==> config.mk <==
export PLATFORM = sky130hd
export DESIGN_NAME = voxel_mode_downsample_2x2x2
export DESIGN_NICKNAME = d
export VERILOG_FILES = /design/src/vmd_pkg.sv /design/src/vmd_compare.sv /design/src/vmd_score.sv /design/src/vmd_select.sv /design/src/voxel_mode_downsample_2x2x2.sv
export SDC_FILE = /design/constraint.sdc
export NUM_CORES = 2
export LEC_CHECK = 0
export ABC_AREA = 1
export BUFFER_PORTS_ARGS = -buffer_cell sky130_fd_sc_hd__buf_2
export CAP_MARGIN = 20
export CORE_ASPECT_RATIO = 2
export CORE_UTILIZATION = 45
export DETAILED_ROUTE_END_ITERATION = 7
export MAX_ROUTING_LAYER = met4
export PLACE_DENSITY = 0.57
export SLEW_MARGIN = 20
export SYNTH_ARGS = -nofsm -noshare
export SYNTH_HDL_FRONTEND = slang
export SYNTH_SLANG_ARGS = --single-unit
==> constraint.sdc <==
create_clock -name clk -period 18.7 [get_ports clk]
set_input_delay 3.74 -clock clk [delete_from_list [all_inputs] [get_ports clk]]
set_output_delay 3.74 -clock clk [all_outputs]
set_load 0.02 [all_outputs]
==> src/vmd_pkg.sv <==
// ============================================================================
// vmd_pkg
// Shared types and constants for the 2x2x2 voxel mode downsampler.
// ============================================================================
package vmd_pkg;

    localparam int NUM_SAMPLES = 8;
    localparam int ID_W        = 16;
    localparam int WEIGHT_W    = 4;
    localparam int SCORE_W     = 7;   // 4 * 15 + 4 * 1 = 64 fits in 7 bits
    localparam int COUNT_W     = 4;   // up to 8 samples
    localparam int PRIO_W      = 3;
    localparam int CFG_IDX_W   = 3;
    localparam int MAX_AIR     = 4;   // more air samples than this is mostly air
    localparam int TOP_BIT     = 1;   // dy bit of the sample position

    localparam logic [PRIO_W-1:0] PRIO_SAND  = 3'd4;
    localparam logic [PRIO_W-1:0] PRIO_WATER = 3'd3;
    localparam logic [PRIO_W-1:0] PRIO_DIRT  = 3'd2;
    localparam logic [PRIO_W-1:0] PRIO_STONE = 3'd1;
    localparam logic [PRIO_W-1:0] PRIO_NONE  = 3'd0;

    typedef enum logic [CFG_IDX_W-1:0] {
        REG_AIR_ID     = 3'd0,
        REG_SAND_ID    = 3'd1,
        REG_GRAVEL_ID  = 3'd2,
        REG_WATER_ID   = 3'd3,
        REG_DIRT_ID    = 3'd4,
        REG_STONE_ID   = 3'd5,
        REG_TOP_WEIGHT = 3'd6
    } cfg_reg_t;

    typedef struct packed {
        logic [ID_W-1:0]     air_id;
        logic [ID_W-1:0]     sand_id;
        logic [ID_W-1:0]     gravel_id;
        logic [ID_W-1:0]     water_id;
        logic [ID_W-1:0]     dirt_id;
        logic [ID_W-1:0]     stone_id;
        logic [WEIGHT_W-1:0] top_weight;
    } cfg_t;

    // Result of the compare stage.
    typedef struct packed {
        logic [NUM_SAMPLES-1:0][ID_W-1:0]        id;
        logic [NUM_SAMPLES-1:0][NUM_SAMPLES-1:0] eq;
        logic [NUM_SAMPLES-1:0]                  air;
        logic [NUM_SAMPLES-1:0][PRIO_W-1:0]      prio;
    } cmp_t;

    // Ranking key of one candidate; a larger packed value wins.
    typedef struct packed {
        logic               cand;
        logic [SCORE_W-1:0] score;
        logic [COUNT_W-1:0] count;
        logic [PRIO_W-1:0]  prio;
        logic [ID_W-1:0]    id_inv;
    } key_t;

    // Result of the score stage.
    typedef struct packed {
        key_t [NUM_SAMPLES-1:0] key;
        logic                   mostly_air;
    } score_t;

endpackage

==> src/vmd_compare.sv <==
// ============================================================================
// vmd_compare
// First pipeline stage: pairwise id equality, air flags and priority codes.
// ============================================================================
module vmd_compare (
    input  logic                                      clk,
    input  logic                                      rst_n,
    input  vmd_pkg::cfg_t                             cfg,
    input  logic                                      valid_in,
    output logic                                      ready_in,
    input  logic [vmd_pkg::NUM_SAMPLES-1:0][vmd_pkg::ID_W-1:0] ids,
    output logic                                      valid_out,
    input  logic                                      ready_out,
    output vmd_pkg::cmp_t                             data_out
);

    logic          valid_reg;
    vmd_pkg::cmp_t data_reg;
    vmd_pkg::cmp_t data_next;

    always_comb
    begin
        data_next.id = ids;
        for (int i = 0; i < vmd_pkg::NUM_SAMPLES; i++)
        begin
            for (int j = 0; j < vmd_pkg::NUM_SAMPLES; j++)
            begin
                data_next.eq[i][j] = (ids[i] == ids[j]);
            end
            data_next.air[i] = (ids[i] == cfg.air_id);
            if (ids[i] == cfg.sand_id || ids[i] == cfg.gravel_id)
                data_next.prio[i] = vmd_pkg::PRIO_SAND;
            else if (ids[i] == cfg.water_id)
                data_next.prio[i] = vmd_pkg::PRIO_WATER;
            else if (ids[i] == cfg.dirt_id)
                data_next.prio[i] = vmd_pkg::PRIO_DIRT;
            else if (ids[i] == cfg.stone_id)
                data_next.prio[i] = vmd_pkg::PRIO_STONE;
            else
                data_next.prio[i] = vmd_pkg::PRIO_NONE;
        end
    end

    assign ready_in = !valid_reg || ready_out;

    always_ff @(posedge clk or negedge rst_n)
    begin
        if (!rst_n)
            valid_reg <= 1'b0;
        else if (ready_in)
            valid_reg <= valid_in;
    end

    always_ff @(posedge clk)
    begin
        if (valid_in && ready_in)
            data_reg <= data_next;
    end

    assign valid_out = valid_reg;
    assign data_out  = data_reg;

endmodule

==> src/vmd_score.sv <==
// ============================================================================
// vmd_score
// Second pipeline stage: weighted score, sample count and air count.
// ============================================================================
module vmd_score (
    input  logic            clk,
    input  logic            rst_n,
    input  vmd_pkg::cfg_t   cfg,
    input  logic            valid_in,
    output logic            ready_in,
    input  vmd_pkg::cmp_t   data_in,
    output logic            valid_out,
    input  logic            ready_out,
    output vmd_pkg::score_t data_out
);

    logic                            valid_reg;
    vmd_pkg::score_t                 data_reg;
    vmd_pkg::score_t                 data_next;
    logic [vmd_pkg::COUNT_W-1:0]     air_count;
    logic [vmd_pkg::SCORE_W-1:0]     score_acc;
    logic [vmd_pkg::COUNT_W-1:0]     count_acc;
    logic [vmd_pkg::SCORE_W-1:0]     weight;

    always_comb
    begin
        air_count = '0;
        score_acc = '0;
        count_acc = '0;
        weight    = '0;
        data_next = '0;
        for (int j = 0; j < vmd_pkg::NUM_SAMPLES; j++)
        begin
            air_count = air_count + vmd_pkg::COUNT_W'(data_in.air[j]);
        end
        for (int i = 0; i < vmd_pkg::NUM_SAMPLES; i++)
        begin
            score_acc = '0;
            count_acc = '0;
            for (int j = 0; j < vmd_pkg::NUM_SAMPLES; j++)
            begin
                weight = (j[vmd_pkg::TOP_BIT])
                         ? vmd_pkg::SCORE_W'(cfg.top_weight)
                         : vmd_pkg::SCORE_W'(1);
                if (data_in.eq[i][j])
                begin
                    score_acc = score_acc + weight;
                    count_acc = count_acc + vmd_pkg::COUNT_W'(1);
                end
            end
            data_next.key[i].cand   = !data_in.air[i];
            data_next.key[i].score  = score_acc;
            data_next.key[i].count  = count_acc;
            data_next.key[i].prio   = data_in.prio[i];
            data_next.key[i].id_inv = ~data_in.id[i];
        end
        data_next.mostly_air = (air_count > vmd_pkg::COUNT_W'(vmd_pkg::MAX_AIR));
    end

    assign ready_in = !valid_reg || ready_out;

    always_ff @(posedge clk or negedge rst_n)
    begin
        if (!rst_n)
            valid_reg <= 1'b0;
        else if (ready_in)
            valid_reg <= valid_in;
    end

    always_ff @(posedge clk)
    begin
        if (valid_in && ready_in)
            data_reg <= data_next;
    end

    assign valid_out = valid_reg;
    assign data_out  = data_reg;

endmodule

==> src/vmd_select.sv <==
// ============================================================================
// vmd_select
// Third and fourth pipeline stages: registered max tree over the ranking
// keys and the output register.
// ============================================================================
module vmd_select (
    input  logic                      clk,
    input  logic                      rst_n,
    input  vmd_pkg::cfg_t             cfg,
    input  logic                      valid_in,
    output logic                      ready_in,
    input  vmd_pkg::score_t           data_in,
    output logic                      valid_out,
    input  logic                      ready_out,
    output logic [vmd_pkg::ID_W-1:0]  chosen,
    output logic                      mostly
);

    localparam int HALF    = vmd_pkg::NUM_SAMPLES / 2;
    localparam int QUARTER = vmd_pkg::NUM_SAMPLES / 4;

    function automatic vmd_pkg::key_t key_max(input vmd_pkg::key_t a, input vmd_pkg::key_t b);
        key_max = (b > a) ? b : a;
    endfunction

    // Stage three: four pair winners.
    logic                        s3_valid_reg;
    logic                        s3_ready;
    vmd_pkg::key_t [HALF-1:0]    s3_key_reg;
    vmd_pkg::key_t [HALF-1:0]    s3_key_next;
    logic                        s3_mostly_reg;

    // Stage four: output register.
    logic                        out_valid_reg;
    logic [vmd_pkg::ID_W-1:0]    chosen_reg;
    logic [vmd_pkg::ID_W-1:0]    chosen_next;
    logic                        mostly_reg;
    logic                        cand_reg;
    vmd_pkg::key_t [QUARTER-1:0] s4_pair;
    vmd_pkg::key_t               s4_best;

    always_comb
    begin
        for (int k = 0; k < HALF; k++)
        begin
            s3_key_next[k] = key_max(data_in.key[2*k], data_in.key[2*k+1]);
        end
    end

    always_comb
    begin
        for (int k = 0; k < QUARTER; k++)
        begin
            s4_pair[k] = key_max(s3_key_reg[2*k], s3_key_reg[2*k+1]);
        end
        s4_best = key_max(s4_pair[0], s4_pair[1]);
        // With four or fewer air samples a candidate always exists.
        if (s3_mostly_reg || !s4_best.cand)
            chosen_next = cfg.air_id;
        else
            chosen_next = ~s4_best.id_inv;
    end

    assign s3_ready = !out_valid_reg || ready_out;
    assign ready_in = !s3_valid_reg || s3_ready;

    always_ff @(posedge clk or negedge rst_n)
    begin
        if (!rst_n)
        begin
            s3_valid_reg  <= 1'b0;
            out_valid_reg <= 1'b0;
        end
        else
        begin
            if (ready_in)
                s3_valid_reg <= valid_in;
            if (s3_ready)
                out_valid_reg <= s3_valid_reg;
        end
    end

    always_ff @(posedge clk)
    begin
        if (valid_in && ready_in)
        begin
            s3_key_reg    <= s3_key_next;
            s3_mostly_reg <= data_in.mostly_air;
        end
        if (s3_valid_reg && s3_ready)
        begin
            chosen_reg <= chosen_next;
            mostly_reg <= s3_mostly_reg;
            cand_reg   <= s4_best.cand;
        end
    end

    assign valid_out = out_valid_reg;
    assign chosen    = chosen_reg;
    assign mostly    = mostly_reg;

    // A group that moves out of stage three is in the output register next.
    a_s3_advance: assert property (@(posedge clk) disable iff (!rst_n)
        (s3_valid_reg && s3_ready) |=> out_valid_reg)
        else $error("stage three transfer lost");

    // A group that is not mostly air always has a non-air winner.
    a_winner_exists: assert property (@(posedge clk) disable iff (!rst_n)
        (out_valid_reg && !mostly_reg) |-> cand_reg)
        else $error("no candidate for a group that is not mostly air");

endmodule

==> src/voxel_mode_downsample_2x2x2.sv <==
// ============================================================================
// voxel_mode_downsample_2x2x2
// Weighted mode filter that reduces one 2x2x2 voxel group to one material.
// ============================================================================
// The block accepts one group of eight material ids per clock cycle while
// the output side does not stall, since every stage is fully pipelined, and
// returns one result per group, in order. An accepted group passes through
// the compare register, the score register, the stage three key register
// and the output register, where it is offered. The work is split into four
// register stages: id comparison, weighted scoring, a pairwise max over the
// ranking keys, and a final max that feeds the output register. Every stage
// carries its own valid bit, so a stall on the output side fills bubbles
// first and only then holds the input side; no group is lost or repeated.
// When more than four samples equal air_id the result is air_id with
// mostly_air set. Otherwise the non-air material with the highest weighted
// score wins, with ties broken by sample count, then semantic priority, then
// the smaller id. Configuration writes are always taken (cfg_ready is tied
// high) and must only be made while no group is in flight; writes to index
// seven are ignored.
module voxel_mode_downsample_2x2x2 (
    input  logic                              clk,
    input  logic                              rst_n,

    // Configuration write channel.
    input  logic                              cfg_valid,
    output logic                              cfg_ready,
    input  logic [vmd_pkg::CFG_IDX_W-1:0]     cfg_index,
    input  logic [vmd_pkg::ID_W-1:0]          cfg_data,

    // Input channel: one voxel group per transfer.
    input  logic                              in_valid,
    output logic                              in_stall,
    input  logic [vmd_pkg::ID_W-1:0]          sample_0,
    input  logic [vmd_pkg::ID_W-1:0]          sample_1,
    input  logic [vmd_pkg::ID_W-1:0]          sample_2,
    input  logic [vmd_pkg::ID_W-1:0]          sample_3,
    input  logic [vmd_pkg::ID_W-1:0]          sample_4,
    input  logic [vmd_pkg::ID_W-1:0]          sample_5,
    input  logic [vmd_pkg::ID_W-1:0]          sample_6,
    input  logic [vmd_pkg::ID_W-1:0]          sample_7,

    // Output channel: one result per transfer.
    output logic                              out_valid,
    input  logic                              out_stall,
    output logic [vmd_pkg::ID_W-1:0]          chosen_material,
    output logic                              mostly_air
);

    vmd_pkg::cfg_t cfg_reg;

    logic [vmd_pkg::NUM_SAMPLES-1:0][vmd_pkg::ID_W-1:0] ids;

    logic            s1_ready;
    logic            s1_valid;
    vmd_pkg::cmp_t   s1_data;
    logic            s2_ready;
    logic            s2_valid;
    vmd_pkg::score_t s2_data;
    logic            s3_ready;

    // The configuration port never pushes back.
    assign cfg_ready = 1'b1;

    always_ff @(posedge clk or negedge rst_n)
    begin
        if (!rst_n)
        begin
            cfg_reg.air_id     <= 16'd0;
            cfg_reg.sand_id    <= 16'd1;
            cfg_reg.gravel_id  <= 16'd2;
            cfg_reg.water_id   <= 16'd3;
            cfg_reg.dirt_id    <= 16'd4;
            cfg_reg.stone_id   <= 16'd5;
            cfg_reg.top_weight <= 4'd3;
        end
        else if (cfg_valid && cfg_ready)
        begin
            unique case (vmd_pkg::cfg_reg_t'(cfg_index))
                vmd_pkg::REG_AIR_ID:     cfg_reg.air_id     <= cfg_data;
                vmd_pkg::REG_SAND_ID:    cfg_reg.sand_id    <= cfg_data;
                vmd_pkg::REG_GRAVEL_ID:  cfg_reg.gravel_id  <= cfg_data;
                vmd_pkg::REG_WATER_ID:   cfg_reg.water_id   <= cfg_data;
                vmd_pkg::REG_DIRT_ID:    cfg_reg.dirt_id    <= cfg_data;
                vmd_pkg::REG_STONE_ID:   cfg_reg.stone_id   <= cfg_data;
                vmd_pkg::REG_TOP_WEIGHT:
                    cfg_reg.top_weight <= cfg_data[vmd_pkg::WEIGHT_W-1:0];
                default: ;
            endcase
        end
    end

    // Sample i sits at dx = i[0], dy = i[1], dz = i[2].
    assign ids[0] = sample_0;
    assign ids[1] = sample_1;
    assign ids[2] = sample_2;
    assign ids[3] = sample_3;
    assign ids[4] = sample_4;
    assign ids[5] = sample_5;
    assign ids[6] = sample_6;
    assign ids[7] = sample_7;

    // Stage one: equality matrix, air flags and priority codes.
    vmd_compare u_compare (
        .clk       (clk),
        .rst_n     (rst_n),
        .cfg       (cfg_reg),
        .valid_in  (in_valid),
        .ready_in  (s1_ready),
        .ids       (ids),
        .valid_out (s1_valid),
        .ready_out (s2_ready),
        .data_out  (s1_data)
    );

    // Stage two: weighted score and count per sample, air count per group.
    vmd_score u_score (
        .clk       (clk),
        .rst_n     (rst_n),
        .cfg       (cfg_reg),
        .valid_in  (s1_valid),
        .ready_in  (s2_ready),
        .data_in   (s1_data),
        .valid_out (s2_valid),
        .ready_out (s3_ready),
        .data_out  (s2_data)
    );

    // Stages three and four: max tree and output register.
    vmd_select u_select (
        .clk       (clk),
        .rst_n     (rst_n),
        .cfg       (cfg_reg),
        .valid_in  (s2_valid),
        .ready_in  (s3_ready),
        .data_in   (s2_data),
        .valid_out (out_valid),
        .ready_out (!out_stall),
        .chosen    (chosen_material),
        .mostly    (mostly_air)
    );

    assign in_stall = !s1_ready;

    // The input side is only held when the first stage is occupied.
    a_stall_full: assert property (@(posedge clk) disable iff (!rst_n)
        in_stall |-> s1_valid)
        else $error("input held while stage one is empty");

    // An accepted group always lands in stage one.
    a_accept_lands: assert property (@(posedge clk) disable iff (!rst_n)
        (in_valid && !in_stall) |=> s1_valid)
        else $error("accepted group did not enter stage one");

endmodule
### Word-level counts from Yosys, hierarchy flattened

Cells that the tools add are included.
Widths: inputs -> output; s select.

* reductions and logical operators: 40
* equal/unequal tests: 110
* bitwise gates (word level): 9
* order comparisons: 8
* muxes and demuxes: 144
* add/subtract/negate cells: 117

Operator list (count)
* $eq 16x16->1: 104
* $mux 7: 48
* $add 7x4->7: 31
* $gt 31x31->1: 7
* $mux 31: 7
* $mux 4: 48
* $add 4x1->4 const B: 47
* $not 16->16: 9
* $add 7x1->7 const B: 16
* $mux 3: 14
* $add 1x1->2 const B: 14
* $add 4x1->4: 6
* $mux 1: 22
* $mux 16: 1
* $logic_not 1->1: 15
* $reduce_and 2->1: 7
* $logic_or 1x1->1: 13
* $eq 3x3->1 const B: 3
* $mux 2: 4
* $eq 3x2->1 const B: 2
* $add 2x4->5: 1
* $gt 4x3->1 const B: 1
* $logic_and 1x1->1: 4
* $add 2x1->3 const B: 1
* 3 further kinds: 3

* flip-flop bits (word level): 711

### Longest topological paths before layout

* word-level depth: 14
* gate-level depth with buffers: 35
* mapped depth without buffers: 35

### Cells and area by module

Synthesis repeated with hierarchy kept, for this count alone.

* cell total of the unflattened synthesis: 8170
* area, all modules: 61731.7 um2

Modules (own cells, without submodules)
* vmd_compare: area an instance 24582.3 um2, cells each 3324, times used 1
* vmd_score: area an instance 20246.9 um2, cells each 2671, times used 1
* vmd_select: area an instance 12926.1 um2, cells each 1727, times used 1
* voxel_mode_downsample_2x2x2: area an instance 3976.3 um2, cells each 448, times used 1

### Worst setup path after synthesis

OpenSTA, ideal clock, no wires.

* path type: input-to-reg
* start: in out_stall
* end: reg u_score.data_reg, in the netlist u_score.data_out[0], enable pin
* setup time: 869 ps
* stages: 5
* data arrival time: 14385 ps
* slack: 3446 ps
* data required time: 17831 ps
* path through: nand2_1 -> nor2_1 -> inv_1 -> nor2_1 -> nor2_1

* cells in the longest elaborated chain, start to end: 5

RTL lines
* start: declaration: RTL line voxel_mode_downsample_2x2x2.sv:44 `input logic out_stall,`
* $logic_not 1->1: RTL line voxel_mode_downsample_2x2x2.sv:137 `.ready_out (!out_stall),`
* $logic_or 1x1->1: RTL line vmd_select.sv:64 `assign s3_ready = !out_valid_reg || ready_out;`
* $logic_or 1x1->1: RTL line vmd_select.sv:65 `assign ready_in = !s3_valid_reg || s3_ready;`
* $logic_or 1x1->1: RTL line vmd_score.sv:60 `assign ready_in = !valid_reg || ready_out;`
* $logic_and 1x1->1: RTL line vmd_score.sv:72 `if (valid_in && ready_in)`
* end signal: assignment: RTL line vmd_score.sv:73 `data_reg <= data_next;`
* end: declaration: RTL line vmd_score.sv:18 `vmd_pkg::score_t data_reg;`

No other way between the ends.
A chain may end at the register's enable or synchronous reset.

### Worst setup path after layout

* start: in out_stall
* end: out in_stall

* cells in the longest elaborated chain, start to end: 6

RTL lines
* $logic_not 1->1: RTL line voxel_mode_downsample_2x2x2.sv:137
* $logic_or 1x1->1: RTL line vmd_select.sv:64
* $logic_or 1x1->1: RTL line vmd_select.sv:65
* $logic_or 1x1->1: RTL line vmd_score.sv:60
* $logic_or 1x1->1: RTL line vmd_compare.sv:44 `assign ready_in = !valid_reg || ready_out;`
* $logic_not 1->1: RTL line voxel_mode_downsample_2x2x2.sv:142 `assign in_stall = !s1_ready;`
* end: declaration: RTL line voxel_mode_downsample_2x2x2.sv:32 `output logic in_stall,`

No other way between the ends.

==> flow_summary.toml <==
[status]
outcome = "completed"

[timing]
worstMarginPinSlew_ns = 1.27
final.min_clock_period_ns = 8.62
slew_headroom_pct = 14.8
fin_crit_sh_pct = 46.1
hold_violations = 0
clock_skew_ns = 0.0562
setup_violations = 0
maxSlewViolCount = 0
rsz0062_at_grt = "no"
fin_setup_tns_ns = 0
clock.fmax_mhz = 116

[yosys]
avgSynthCellArea_sq_um = 8.31
synth_nets = 7316
synth_edf_count = 579
yosysWarningCount = 0
synth.distinct_cells = 72
ys_seq_area_share_pct = 35.7
ys.flop_type = "edfxtp_1"
netlist_instances = 6733
synthArstFlopShare_pct = 15.2
synth_area_sq_mm = 0.0559
ys_ff_latch = 683

[clock_network]
post_cts_buffers = 0
numCtsBuffers = 66
htreeDepth = 3
max-clock-path-buffers = 3
cts_tree = "yes"
cts_root_buffer = "clkbuf_16"
holdBufCountCts = 0
cts_resized = 0
clk_latency_ns = 0.70
cts_sinks = 683
path_clk_slew_ns = 0.06

[setup_path]
cpMostUsedCell = "nor2_1"
worstPathMaxFanout = 3
path_delay_family = "simple AND/OR/NAND/NOR gates"
start_kind = "input pin"
crit_chain = "buf_2, nand2_1, nor2_1, inv_1, nor2_1, inv_1, nor2_1, buf_2"
crit_slowest_cell = "nor2_1"
required_ns = 14.96
worst_ep_arrival_time_ns = 4.88
path_buf_inv = 4
max_stage_delay_ns = 0.22
critPathCaptureType = "output pin"
crit_type = "input pin to output pin"

[grt]
antenna_found_initial = 39
grt_pass1_vias = 49600
grt_start_max_net_pins = 84
grt_use_total_pct = 47.8
grt-ovfl-total = 0
grt_pass1_wl_um = 395000

[pwr]
p_leak_uw = 0.0264
ir_worst_vdd_mv = 0.106
p_per_area_mw_per_mm2 = 108

[floorplanning]
num_rows = 182
pin_count = 172
die_area_sq_mm = 0.126
start_util_pct = 45.4
die_h_um = 501
die_x_um = 251
core_area_sq_mm = 0.123

[layout]
final_common_cell = "nand2_1"
layout_common_cells = "nand2_1, inv_1, edfxtp_1"
multi_input_area_sq_mm = 0.0312
drive_gt1_share_pct = 8.61
seq_area_sq_mm = 0.0200
synthToLayoutAreaGrowth_pct = 8.16
nNetsFinal = 7247
largest_register_ffs = 249
fill_cells = 12000
layoutNonFillerInstCount = 8434

[routing]
drt_iter0_markers = 5491
vias = 51900
drtAntennaViolNets = 0
wl_per_cell_um = 34.0
viasPerCell = 6.15
drc = 0
drtPass1Iterations = 6
routed_wl_um = 286000

[flow_run]
cap_violations = 0

[placement]
port_buffers = 170
hpwl_um = 205000
dp_cells = 8249
gp_congestion = 1.16

[min_path]
hold_path_class = "flip-flop to flip-flop"
==> where the power goes <==
group	internal (uW)	switching [uW]
Sequential	1970	202
Combinational	916	2080
Clock	740	651
==> metal layers <==
metal | share of wire, % | GRT usage, %
met1 | 32 | 45.0
met2 | 46 | 74.0
met3 | 9.0 | 16.0
met4 | 14 | 49.5
met5 | 0 | -
==> through the flow <==
| step | cell area [sq um] | hold WS, ns | setup WS, ns | total power (uW) | util, % |
|---|---|---|---|---|---|
| finish | 60500 | 0.420 | 10.08 | 6560 | 49.1 |
| global route | 60500 | 0.437 | 9.98 | 6860 | 49.1 |
| CTS | 60300 | 0.422 | 10.10 | 6450 | 48.9 |
| detailed placement | 58100 | 0.405 | 10.10 | 5060 | 47.2 |
| global placement | 58100 | 0.405 | 10.02 | 5000 | 47.2 |
| floorplan | 55900 | 0.400 | 3.45 | 4020 | - |
==> cells by family after synthesis <==
logic type,synth area share [%]
simple gates,20.5
buf+inv,8.66
xor+xnor,15.7
compound gates,9.23
flops,35.7
fa+ha+maj,10.2
other cells,0.00670
mux,0.0179
==> synth_stat cells (all sizes together), types with 39 or more instances <==
| cell | number | area share, % |
|---|---|---|
| a21oi | 285 | 2.6 |
| a221oi | 74 | 1.2 |
| buf | 176 | 1.6 |
| clkbuf | 274 | 1.8 |
| dfrtp | 95 | 4.2 |
| edfxtp | 579 | 31 |
| fa | 39 | 1.4 |
| ha | 392 | 8.8 |
| inv | 751 | 5.1 |
| nand2 | 1375 | 9.5 |
| nand3 | 335 | 3.1 |
| nand4 | 214 | 2.4 |
| nor2 | 367 | 2.6 |
| nor3 | 44 | 0.41 |
| nor4 | 99 | 1.1 |
| o21ai | 276 | 2.5 |
| o221ai | 55 | 0.86 |
| o22ai | 70 | 0.78 |
| xnor2 | 565 | 8.9 |
| xor2 | 435 | 6.8 |
==> cell type report <==
| cell class | instances | share of cell area [%] |
|---|---|---|
| Timing Repair Buffer | 313 | 3.25 |
| Multi-Input combinational cell | 4823 | 51.6 |
| Tap cell | 1656 | 3.42 |
| Antenna cell | 61 | 0.252 |
| Sequential cell | 683 | 33.1 |
| Clock buffer | 81 | 2.91 |
| Inverter | 777 | 4.84 |
| Clock inverter | 40 | 0.660 |
==> worst paths after layout <==
kind / startpoint / end / slack [ns] / depth (start not counted)
max in group asynchronous: rst_n / cfg_reg[81] / 14.15 / 2
max reg2reg: u_compare.data_out[42] / u_score.data_out[91] / 11.90 / 26
min: u_compare.data_out[20] / u_score.data_out[205] / 0.42 / 0
min reg2reg: u_compare.data_out[20] / u_score.data_out[205] / 0.42 / 0
max: out_stall / in_stall / 10.08 / 8
min in group asynchronous: rst_n / u_select.valid_out / 3.06 / 1
(Power assumes the default switching activity.)
